**config.mk**
```make
export PLATFORM = sky130hd
export DESIGN_NAME = update_session_receiver_core
export DESIGN_NICKNAME = d
export VERILOG_FILES = /design/src/rtl/usr_pkg.sv /design/src/rtl/update_session_receiver_core.sv /design/src/rtl/usr_engine.sv /design/src/rtl/usr_out_fifo.sv
export SDC_FILE = /design/constraint.sdc
export NUM_CORES = 2
export LEC_CHECK = 0
export ABC_CLOCK_PERIOD_IN_PS = 6000
export BUFFER_PORTS_ARGS = -buffer_cell sky130_fd_sc_hd__buf_4
export CAP_MARGIN = 25
export CORE_ASPECT_RATIO = 1.1
export CORE_MARGIN = 2
export CORE_UTILIZATION = 32
export DETAILED_ROUTE_END_ITERATION = 16
export PLACE_DENSITY_LB_ADDON = 0.12
export SETUP_SLACK_MARGIN = 0.3
export SLEW_MARGIN = 25
export SYNTH_ARGS = -nofsm -noshare
export SYNTH_HDL_FRONTEND = slang
export SYNTH_SLANG_ARGS = --single-unit
```
**constraint.sdc**
```tcl
create_clock -name aclk -period 6 [get_ports aclk]
set_input_delay 0.3 -clock aclk [delete_from_list [all_inputs] [get_ports aclk]]
set_output_delay 0.3 -clock aclk [all_outputs]
set_load 0.05 [all_outputs]
```
**src/rtl/usr_pkg.sv**
```systemverilog
`timescale 1ns / 1ps
`default_nettype none

package usr_pkg;

    // Default sizes of the chunk buffer and of one packet's payload.
    localparam int unsigned USR_CHUNK_BYTES     = 4096;
    localparam int unsigned USR_MAX_PACKET_DATA = 1024;

    // Payload widths; the tdata widths are rounded up to whole bytes.
    localparam int unsigned IN_TDATA_W  = 96;
    localparam int unsigned IN_TUSER_W  = 4;
    localparam int unsigned OUT_TDATA_W = 72;
    localparam int unsigned OUT_TUSER_W = 1;
    localparam int unsigned CFG_ADDR_W  = 2;
    localparam int unsigned CFG_DATA_W  = 32;

    // Configuration register indexes.
    typedef enum logic [CFG_ADDR_W-1:0] {
        CFG_MAX_IMAGE_BYTES    = 2'd0,
        CFG_SESSION_TIMEOUT    = 2'd1,
        CFG_DUPLICATE_INTERVAL = 2'd2,
        CFG_ACK_WINDOW         = 2'd3
    } cfg_idx_t;

    localparam logic [31:0] RST_MAX_IMAGE_BYTES    = 32'd1048576;
    localparam logic [31:0] RST_SESSION_TIMEOUT    = 32'd5000000;
    localparam logic [31:0] RST_DUPLICATE_INTERVAL = 32'd200000;
    localparam logic [7:0]  RST_ACK_WINDOW         = 8'd8;

    // Event kinds carried by an input item.
    typedef enum logic [2:0] {
        MODE_BEGIN = 3'd0,
        MODE_DATA  = 3'd1,
        MODE_END   = 3'd2,
        MODE_TICK  = 3'd3,
        MODE_FAIL  = 3'd4,
        MODE_DONE  = 3'd5,
        MODE_NOTE  = 3'd6
    } mode_t;

    // Session phase.
    typedef enum logic [1:0] {
        PH_IDLE = 2'd0,
        PH_RECV = 2'd1,
        PH_DONE = 2'd2,
        PH_FAIL = 2'd3
    } phase_t;

    // Status codes; other values come straight from fail items.
    localparam logic [3:0] ST_OK      = 4'd0;
    localparam logic [3:0] ST_BUSY    = 4'd1;
    localparam logic [3:0] ST_BADHDR  = 4'd2;
    localparam logic [3:0] ST_SEQ     = 4'd3;
    localparam logic [3:0] ST_SIZE    = 4'd4;
    localparam logic [3:0] ST_TIMEOUT = 4'd5;

    typedef struct packed {
        logic [31:0] max_image_bytes;
        logic [31:0] session_timeout;
        logic [31:0] duplicate_interval;
        logic [7:0]  ack_window;
    } cfg_t;

    typedef struct packed {
        logic [2:0]  mode;
        logic [31:0] announced_size;
        logic [15:0] packet_seq;
        logic [10:0] data_bytes;
        logic        too_short;
        logic        window_last;
        logic [31:0] time_now;
        logic [3:0]  fail_reason;
    } in_item_t;

    typedef struct packed {
        logic [1:0]  session_state;
        logic [3:0]  status_code;
        logic [15:0] expected_seq;
        logic [31:0] bytes_received;
        logic        send_reply;
        logic        transfer_finished;
        logic        is_busy;
        logic        flush_request;
        logic [12:0] flush_length;
        logic        last_result;
    } result_t;

    // What one processed item hands to the output queue.
    typedef struct packed {
        logic [1:0] num;
        result_t    first;
        result_t    second;
    } commit_t;

endpackage

`default_nettype wire

```
**src/rtl/update_session_receiver_core.sv**
```systemverilog
// Path: an accepted item is registered in the input register, and its results
// are registered in the result queue, from which the m_ side takes them.
// Throughput: one item per cycle while the result queue has room for both of
// an item's results; a four-entry result queue absorbs output stalls.
// Reset: synchronous, active low on aresetn; it clears the session state,
// empties the queue and restores the configuration registers to their defaults.
`timescale 1ns / 1ps
`default_nettype none

module update_session_receiver_core import usr_pkg::*; #(
    parameter int unsigned CHUNK_BYTES     = USR_CHUNK_BYTES,
    parameter int unsigned MAX_PACKET_DATA = USR_MAX_PACKET_DATA
) (
    input  wire logic                   aclk,
    input  wire logic                   aresetn,

    // Input items.
    input  wire logic                   s_tvalid,
    output logic                        s_tready,
    // announced_size[31:0], packet_seq[47:32], data_bytes[58:48],
    // time_now[90:59], fail_reason[94:91], zero pad[95]
    input  wire logic [IN_TDATA_W-1:0]  s_tdata,
    // mode[2:0], too_short[3]
    input  wire logic [IN_TUSER_W-1:0]  s_tuser,
    // window_last
    input  wire logic                   s_tlast,

    // Result items.
    output logic                        m_tvalid,
    input  wire logic                   m_tready,
    // session_state[1:0], status_code[5:2], expected_seq[21:6],
    // bytes_received[53:22], send_reply[54], transfer_finished[55],
    // is_busy[56], flush_length[69:57], zero pad[71:70]
    output logic [OUT_TDATA_W-1:0]      m_tdata,
    // flush_request[0]
    output logic [OUT_TUSER_W-1:0]      m_tuser,
    // last_result
    output logic                        m_tlast,

    // Configuration writes.
    input  wire logic                   cfg_valid,
    output logic                        cfg_ready,
    input  wire logic [CFG_ADDR_W-1:0]  cfg_addr,
    input  wire logic [CFG_DATA_W-1:0]  cfg_data
);

    // The input register holds one item; the engine processes it once it is
    // registered, as soon as the result queue can take both results.
    logic       in_valid_reg, in_valid_next;
    in_item_t   in_item_reg;
    in_item_t   in_item;
    cfg_t       cfg_reg, cfg_next;
    logic       room;
    logic       fire;
    logic       s_accept;
    commit_t    commit;
    result_t    head;

    assign fire      = in_valid_reg && room;
    assign s_tready  = !in_valid_reg || room;
    assign s_accept  = s_tvalid && s_tready;
    assign cfg_ready = 1'b1;

    // Unpack the stream payload into the item's fields.
    always_comb begin
        in_item.mode           = s_tuser[2:0];
        in_item.too_short      = s_tuser[3];
        in_item.window_last    = s_tlast;
        in_item.announced_size = s_tdata[31:0];
        in_item.packet_seq     = s_tdata[47:32];
        in_item.data_bytes     = s_tdata[58:48];
        in_item.time_now       = s_tdata[90:59];
        in_item.fail_reason    = s_tdata[94:91];
    end

    always_comb begin
        if (s_accept) begin
            in_valid_next = 1'b1;
        end else if (fire) begin
            in_valid_next = 1'b0;
        end else begin
            in_valid_next = in_valid_reg;
        end
    end

    always_ff @(posedge aclk) begin
        if (!aresetn) begin
            in_valid_reg <= 1'b0;
        end else begin
            in_valid_reg <= in_valid_next;
        end
    end

    always_ff @(posedge aclk) begin
        if (s_accept) begin
            in_item_reg <= in_item;
        end
    end

    // Configuration registers; the ack window keeps only its low byte.
    always_comb begin
        cfg_next = cfg_reg;
        if (cfg_valid) begin
            unique case (cfg_idx_t'(cfg_addr))
                CFG_MAX_IMAGE_BYTES:    cfg_next.max_image_bytes    = cfg_data;
                CFG_SESSION_TIMEOUT:    cfg_next.session_timeout    = cfg_data;
                CFG_DUPLICATE_INTERVAL: cfg_next.duplicate_interval = cfg_data;
                CFG_ACK_WINDOW:         cfg_next.ack_window         = cfg_data[7:0];
                default:                cfg_next = cfg_reg;
            endcase
        end
    end

    always_ff @(posedge aclk) begin
        if (!aresetn) begin
            cfg_reg.max_image_bytes    <= RST_MAX_IMAGE_BYTES;
            cfg_reg.session_timeout    <= RST_SESSION_TIMEOUT;
            cfg_reg.duplicate_interval <= RST_DUPLICATE_INTERVAL;
            cfg_reg.ack_window         <= RST_ACK_WINDOW;
        end else begin
            cfg_reg <= cfg_next;
        end
    end

    // Session bookkeeping: compares and adds on the session registers, which
    // update at the same edge the item's results enter the queue.
    usr_engine #(
        .CHUNK_BYTES     (CHUNK_BYTES),
        .MAX_PACKET_DATA (MAX_PACKET_DATA)
    ) u_engine (
        .aclk    (aclk),
        .aresetn (aresetn),
        .fire    (fire),
        .item    (in_item_reg),
        .cfg     (cfg_reg),
        .commit  (commit)
    );

    // Result queue: a flush result and its status result enter together.
    usr_out_fifo u_out_fifo (
        .aclk      (aclk),
        .aresetn   (aresetn),
        .push      (fire ? commit : '0),
        .room      (room),
        .out_valid (m_tvalid),
        .out_ready (m_tready),
        .out_item  (head)
    );

    assign m_tdata = {2'b00, head.flush_length, head.is_busy, head.transfer_finished,
                      head.send_reply, head.bytes_received, head.expected_seq,
                      head.status_code, head.session_state};
    assign m_tuser = head.flush_request;
    assign m_tlast = head.last_result;

endmodule

`default_nettype wire

```
**src/rtl/usr_engine.sv**
```systemverilog
`timescale 1ns / 1ps
`default_nettype none

module usr_engine import usr_pkg::*; #(
    parameter int unsigned CHUNK_BYTES     = USR_CHUNK_BYTES,
    parameter int unsigned MAX_PACKET_DATA = USR_MAX_PACKET_DATA
) (
    input  wire logic     aclk,
    input  wire logic     aresetn,
    input  wire logic     fire,
    input  wire in_item_t item,
    input  wire cfg_t     cfg,
    output commit_t       commit
);

    localparam int unsigned FW = $clog2(CHUNK_BYTES);
    localparam int unsigned TW = $clog2(CHUNK_BYTES + 2048);
    localparam int unsigned K  = $clog2(MAX_PACKET_DATA / CHUNK_BYTES + 2);
    localparam int unsigned RW = TW + K;
    localparam logic [16:0] CHUNK_W        = 17'(CHUNK_BYTES);
    localparam logic [12:0] FULL_FLUSH_LEN = CHUNK_W[12:0];
    localparam logic [12:0] MAX_DATA_W     = 13'(MAX_PACKET_DATA);

    phase_t        phase_reg, phase_next;
    logic [3:0]    code_reg, code_next;
    logic [15:0]   want_seq_reg, want_seq_next;
    logic [31:0]   got_reg, got_next;
    logic [31:0]   target_reg, target_next;
    logic [FW-1:0] fill_reg, fill_next;
    logic [7:0]    since_ack_reg, since_ack_next;
    logic          dup_rep_reg, dup_rep_next;
    logic [31:0]   dup_time_reg, dup_time_next;
    logic          ended_reg, ended_next;
    logic [31:0]   last_act_reg, last_act_next;

    logic [RW-1:0] total;
    logic [RW-1:0] rem;
    logic          flushed;
    logic          overrun;
    logic          oversize;
    logic          report;
    logic          timed_out;
    logic [7:0]    since_inc;
    logic [16:0]   fill_wide;
    logic [12:0]   pend_len;

    logic          has_status;
    logic          has_flush;
    logic          reply;
    logic          fin;
    logic [12:0]   flen;
    result_t       status_res;
    result_t       flush_res;

    // Fill arithmetic: the remainder modulo the chunk size is found by K
    // conditional subtractions of shifted chunk sizes.
    always_comb begin
        total = RW'(fill_reg) + RW'(item.data_bytes);
        rem   = total;
        for (int k = int'(K) - 1; k >= 0; k--) begin
            if (rem >= (RW'(CHUNK_BYTES) << k)) begin
                rem = rem - (RW'(CHUNK_BYTES) << k);
            end
        end
    end

    assign flushed   = total >= RW'(CHUNK_BYTES);
    assign overrun   = ({1'b0, got_reg} + 33'(item.data_bytes)) > {1'b0, target_reg};
    assign oversize  = 13'(item.data_bytes) > MAX_DATA_W;
    assign report    = !dup_rep_reg ||
                       ((item.time_now - dup_time_reg) >= cfg.duplicate_interval);
    assign timed_out = (item.time_now - last_act_reg) > cfg.session_timeout;
    assign since_inc = since_ack_reg + 8'd1;
    assign fill_wide = 17'(fill_reg);
    assign pend_len  = fill_wide[12:0];

    always_comb begin
        phase_next     = phase_reg;
        code_next      = code_reg;
        want_seq_next  = want_seq_reg;
        got_next       = got_reg;
        target_next    = target_reg;
        fill_next      = fill_reg;
        since_ack_next = since_ack_reg;
        dup_rep_next   = dup_rep_reg;
        dup_time_next  = dup_time_reg;
        ended_next     = ended_reg;
        last_act_next  = last_act_reg;
        has_status     = 1'b1;
        has_flush      = 1'b0;
        reply          = 1'b1;
        fin            = 1'b0;
        flen           = '0;

        unique case (item.mode)
            MODE_BEGIN: begin
                if (phase_reg == PH_RECV || phase_reg == PH_DONE) begin
                    code_next = ST_BUSY;
                end else if (item.announced_size == 32'd0 ||
                             item.announced_size > cfg.max_image_bytes) begin
                    phase_next = PH_FAIL;
                    code_next  = ST_BADHDR;
                    fill_next  = '0;
                    ended_next = 1'b0;
                end else begin
                    phase_next     = PH_RECV;
                    code_next      = ST_OK;
                    want_seq_next  = '0;
                    got_next       = '0;
                    target_next    = item.announced_size;
                    fill_next      = '0;
                    since_ack_next = '0;
                    dup_rep_next   = 1'b0;
                    dup_time_next  = '0;
                    ended_next     = 1'b0;
                    last_act_next  = item.time_now;
                end
            end
            MODE_DATA: begin
                if (phase_reg != PH_RECV || ended_reg) begin
                    code_next = ST_BADHDR;
                end else begin
                    last_act_next = item.time_now;
                    if (item.too_short) begin
                        code_next = ST_SEQ;
                    end else if (oversize) begin
                        code_next = ST_BADHDR;
                    end else if (item.packet_seq != want_seq_reg) begin
                        code_next = ST_SEQ;
                        reply     = report;
                        if (report) begin
                            dup_rep_next  = 1'b1;
                            dup_time_next = item.time_now;
                        end
                    end else if (overrun) begin
                        phase_next = PH_FAIL;
                        code_next  = ST_SIZE;
                        fill_next  = '0;
                        ended_next = 1'b0;
                    end else begin
                        fill_next     = rem[FW-1:0];
                        got_next      = got_reg + 32'(item.data_bytes);
                        want_seq_next = want_seq_reg + 16'd1;
                        code_next     = ST_OK;
                        dup_rep_next  = 1'b0;
                        dup_time_next = '0;
                        if (item.window_last || since_inc >= cfg.ack_window) begin
                            since_ack_next = '0;
                            reply          = 1'b1;
                        end else begin
                            since_ack_next = since_inc;
                            reply          = 1'b0;
                        end
                        has_flush = flushed;
                        flen      = FULL_FLUSH_LEN;
                    end
                end
            end
            MODE_END: begin
                if (phase_reg != PH_RECV || ended_reg) begin
                    code_next = ST_BADHDR;
                end else begin
                    last_act_next = item.time_now;
                    if (got_reg != target_reg) begin
                        phase_next = PH_FAIL;
                        code_next  = ST_SIZE;
                        fill_next  = '0;
                        ended_next = 1'b0;
                    end else begin
                        fill_next  = '0;
                        ended_next = 1'b1;
                        code_next  = ST_OK;
                        reply      = 1'b0;
                        fin        = 1'b1;
                        has_flush  = fill_reg != '0;
                        flen       = pend_len;
                    end
                end
            end
            MODE_TICK: begin
                reply = 1'b0;
                if (phase_reg == PH_RECV && !ended_reg && timed_out) begin
                    phase_next = PH_FAIL;
                    code_next  = ST_TIMEOUT;
                    fill_next  = '0;
                    ended_next = 1'b0;
                end
            end
            MODE_FAIL: begin
                phase_next = PH_FAIL;
                code_next  = item.fail_reason;
                fill_next  = '0;
                ended_next = 1'b0;
            end
            MODE_DONE: begin
                phase_next = PH_DONE;
                code_next  = ST_OK;
                fill_next  = '0;
                ended_next = 1'b0;
            end
            MODE_NOTE: begin
                has_status = 1'b0;
                if (phase_reg == PH_RECV) begin
                    last_act_next = item.time_now;
                end
            end
            default: begin
                has_status = 1'b0;
            end
        endcase
    end

    // Both results of an item show the session as it stands after the item.
    always_comb begin
        status_res.session_state     = phase_next;
        status_res.status_code       = code_next;
        status_res.expected_seq      = want_seq_next;
        status_res.bytes_received    = got_next;
        status_res.send_reply        = reply;
        status_res.transfer_finished = fin;
        status_res.is_busy           = phase_next == PH_RECV || phase_next == PH_DONE;
        status_res.flush_request     = 1'b0;
        status_res.flush_length      = '0;
        status_res.last_result       = 1'b1;

        flush_res                   = status_res;
        flush_res.send_reply        = 1'b0;
        flush_res.transfer_finished = 1'b0;
        flush_res.flush_request     = 1'b1;
        flush_res.flush_length      = flen;
        flush_res.last_result       = 1'b0;

        commit.first  = has_flush ? flush_res : status_res;
        commit.second = status_res;
        if (!has_status) begin
            commit.num = 2'd0;
        end else if (has_flush) begin
            commit.num = 2'd2;
        end else begin
            commit.num = 2'd1;
        end
    end

    always_ff @(posedge aclk) begin
        if (!aresetn) begin
            phase_reg     <= PH_IDLE;
            code_reg      <= ST_OK;
            want_seq_reg  <= '0;
            got_reg       <= '0;
            target_reg    <= '0;
            fill_reg      <= '0;
            since_ack_reg <= '0;
            dup_rep_reg   <= 1'b0;
            dup_time_reg  <= '0;
            ended_reg     <= 1'b0;
            last_act_reg  <= '0;
        end else if (fire) begin
            phase_reg     <= phase_next;
            code_reg      <= code_next;
            want_seq_reg  <= want_seq_next;
            got_reg       <= got_next;
            target_reg    <= target_next;
            fill_reg      <= fill_next;
            since_ack_reg <= since_ack_next;
            dup_rep_reg   <= dup_rep_next;
            dup_time_reg  <= dup_time_next;
            ended_reg     <= ended_next;
            last_act_reg  <= last_act_next;
        end
    end

endmodule

`default_nettype wire

```
**src/rtl/usr_out_fifo.sv**
```systemverilog
`timescale 1ns / 1ps
`default_nettype none

module usr_out_fifo import usr_pkg::*; (
    input  wire logic    aclk,
    input  wire logic    aresetn,
    input  wire commit_t push,
    output logic         room,
    output logic         out_valid,
    input  wire logic    out_ready,
    output result_t      out_item
);

    result_t     mem_reg [4];
    logic [2:0]  count_reg, count_next;
    logic [1:0]  wr_ptr_reg, wr_ptr_next;
    logic [1:0]  rd_ptr_reg, rd_ptr_next;
    logic        pop;

    // Room for a whole item's results, whatever leaves this cycle.
    assign room      = count_reg <= 3'd2;
    assign out_valid = count_reg != 3'd0;
    assign out_item  = mem_reg[rd_ptr_reg];
    assign pop       = out_valid && out_ready;

    always_comb begin
        count_next  = count_reg + 3'(push.num) - 3'(pop);
        wr_ptr_next = wr_ptr_reg + push.num;
        rd_ptr_next = rd_ptr_reg + 2'(pop);
    end

    always_ff @(posedge aclk) begin
        if (!aresetn) begin
            count_reg  <= '0;
            wr_ptr_reg <= '0;
            rd_ptr_reg <= '0;
        end else begin
            count_reg  <= count_next;
            wr_ptr_reg <= wr_ptr_next;
            rd_ptr_reg <= rd_ptr_next;
        end
    end

    always_ff @(posedge aclk) begin
        if (push.num != 2'd0) begin
            mem_reg[wr_ptr_reg] <= push.first;
        end
        if (push.num == 2'd2) begin
            mem_reg[wr_ptr_reg + 2'd1] <= push.second;
        end
    end

endmodule

`default_nettype wire

```
==> run summary <==
Synth Area in XOR/XNOR: 3.74%
R2R depth: 29
clk_lat worst skew: 0.65 ns
clock tree buffer depth: 3
register area share after synthesis: 47.1%
die width: 322 um
DR vias: 27200
Die ar.: 114000 sq um
Synth Instances: 3532
Inst Count DP: 5126
GRT overflow: 0
Tot Pwr: 0.0131 W
global-route wire length before repair: 165000 um
Critical Path Source: in_item_reg[4]
Core ar.: 111000 sq um
GRT Util Overall: 18.8%
Setup CP Type: flop to flop
first-pass detailed-route iteration total: 5
clock slew at reported path FFs: 0.06 ns
std cell rows: 128
Buffers on Ports: 212
status: finished clean
Clk pwr share: 38.0%
Rel. slew slack: 32.6%
drt drc: 0
HPWL after DPL: 76800 um
number of global-route vias before repair: 27300
Iter 0 DRT Violations: 1600
GP Congestion: 0.868
Int Power: 0.00905 W
Synth Area in Adders: 8.33%
synth unique cells: 97
final max-slew violation count: 0
total clock sinks: 672
max reg flops: 288
Final Cycle Share: 91.4%
layout cells sized above 1: 16.9%
R2R Path End: u_out_fifo.mem_reg[2][17]
sequential power share: 39.7%
worst path required time: 6.38 ns
Reg2Reg Setup Slack: 0.52 ns
largest area contributor in the netlist: edfxtp_1
Leakage Power: 16.3 nW
Setup violations, final: 0
area of the multi-input gates: 17300 sq um
starting density of the core: 32.2%
Crit Path Max Fanout: 4
initial antenna violation count: 3
YS warnings: 0
Comb pwr share: 22.3%
post-synthesis register bit count: 672
Sw Share: 30.8%
total wire length: 108000 um
mux cell area share after synthesis: 7.31%
crit path DAT: 5.87 ns
Routed WL per cell: 19.9 um
cell with the most instances after synthesis: nor2_1
Psw: 0.00402 W
slowest CP cell: edfxtp_1
Post-DRT Antenna Nets: 0
Primary FF master, synth: dfxtp_1
synthesized area per cell: 10.1 sq um
pwr/cell area: 298 nW/um^2
Max Fclk: 182 MHz
EDFF count, synth: 332
area fraction in compound gates after synthesis: 13.8%
Worst Hold Class: input pin to flop
post-synthesis async set-or-reset flop share: 0%
sequential cell area: 16800 sq um
Area Growth Syn to Fin: 23.1%
skew final: 0.0291 ns
Critical Path Max Stage Delay: 0.39 ns
top cells by count, synth: 401 x nor2_1, 382 x nand2_1, 340 x dfxtp_1
mapped cell area: 35600 sq um
CTS Buf Count: 81
Area contributors post-synth: edfxtp_1 28%, dfxtp_1 19%, ha_1 8.0%
worst r2r src: in_item_reg[4]
maximum VDD drop: 0.210 mV
Vias/cell: 5.02
CTS tree: built
fin crit period: 5.48 ns
chip height: 354 um
fin cells: 5421
max-cap violations: 0
I/O pin count: 217
top-area cell type share of the netlist area: 28.0%
CP Capture Point: u_out_fifo.mem_reg[2][17]
CP most frequent cell: buf_4
largest family of logic cells by synthesized area: simple AND/OR/NAND/NOR gates
clock root buffer: clkbuf_16
Final Hold Viols: 0
fillers: 11000
Total Nets Final: 4297
RSZ-0062 raised after global routing: true
simple-gate share of the synthesized area: 14.5%
worst slew pin tran: 1.01 ns
CTS H-Tree Depth: 3
largest net degree at the start of global routing: 105
Critical Path Source Type: flop
Setup crit end kind: flop
kinds of logic (layout without fill, tap and decap cells):
| family | Yosys count | count (layout) |
|---|---|---|
| adders and majority gates | 234 | 234 |
| and+or+nand+nor | 1125 | 1125 |
| buffers and inverters | 443 | 900 |
| other | 2 | 4 |
| muxes | 170 | 170 |
| AOI/OAI and AO/OA | 734 | 734 |
| xor gates and xnor gates | 152 | 152 |
| DFF | 672 | 672 |
power by group through the flow:
| stage | clock network, W | logic [W] | registers (W) |
|---|---|---|---|
| global route | 0.00531 | 0.00316 | 0.00521 |
| global placement | 0 | 0.00276 | 0.00533 |
| CTS | 0.00512 | 0.00292 | 0.00519 |
| detailed placement | 0 | 0.00284 | 0.00529 |
| floorplan | 0 | 0.00199 | 0.00518 |
| finish | 0.00497 | 0.00292 | 0.00518 |
cell usage in the layout (no fill, tap or decap), drive strengths merged, types with 22 or more instances in the layout:
master / n
nand4: 43
and3: 26
xnor2: 76
a22oi: 32
o21ai: 103
nand2b: 23
clkinv: 24
clkbuf: 111
mux4: 72
dfxtp: 340
ha: 229
o21a: 32
a31oi: 29
a22o: 66
o211ai: 27
xor2: 76
nor4: 44
dlygate4sd3: 133
and2: 22
o22ai: 24
a21o: 52
mux2i: 98
nand3: 54
nor2: 404
buf: 355
inv: 264
nor3: 58
a21oi: 240
a211oi: 22
nand2: 386
edfxtp: 332
metal layers:
| layer | vias to the layer above | track usage (%) | routed length, um |
|---|---|---|---|
| met2 | 560 | 32.8 | 53300 |
| met3 | 138 | 2.21 | 4180 |
| met1 | 13100 | 24.1 | 47600 |
| met5 | - | 0 | 0 |
| li1 | 13500 | - | - |
| met4 | 0 | 5.95 | 3020 |
critical path: cells and delay by family (launching register included):
family          cells  cell delay (ns)
buf+inv             7             1.00
xor+xnor            1             0.10
flops               1             0.39
simple gates        5             0.64
fa+ha+maj           3             0.72
compound gates     13             2.36
layout make-up:
type | count | area share, %
flip-flops and latches | 672 | 38.3
clock inverters | 40 | 0.939
well taps | 1430 | 4.08
diodes | 1 | 0.00571
multi-input cells | 2418 | 39.5
inverters | 261 | 2.28
repair buffers | 489 | 9.75
clock buffers | 110 | 5.14
worst min path at each step:
stage | to | cells past startpoint | startpoint | slack [ns]
final | u_engine.want_seq_reg[6] | 3 | aresetn | 0.1
after global routing | u_engine.want_seq_reg[6] | 3 | aresetn | 0.09
after CTS | u_engine.want_seq_reg[6] | 3 | aresetn | 0.05
after detailed placement | cfg_reg[34] | 2 | cfg_reg[34] | 0.45
after global placement | cfg_reg[17] | 2 | cfg_reg[17] | 0.44
after floorplan | in_item_reg[0] | 0 | s_tdata[91] | 0.40
stage by stage:
step	area (sq um)	hold slack, ns	setup TNS, ns	utilization [%]	setup slack [ns]
6_report	43800	0.0982	0	39.7	0.516
5_1_grt	43800	0.0926	0	39.7	0.194
4_1_cts	43500	0.0542	0	39.4	0.328
3_5_place_dp	39400	0.447	-2.29	35.7	-0.0878
3_3_place_gp	39400	0.442	-0.0763	35.6	-0.0258
2_1_floorplan	35600	0.399	0	-	0.308
timing repair:
item,4_1_cts,5_1_grt
pin swaps,14,15
hold buffers,133,0
endpoints found under the hold margin,205,0
buffers inserted,2,6
gates cloned,0,2
resized for setup,18,50
endpoints found under the setup margin,137,482
Power figures use the tool's default switching activity.
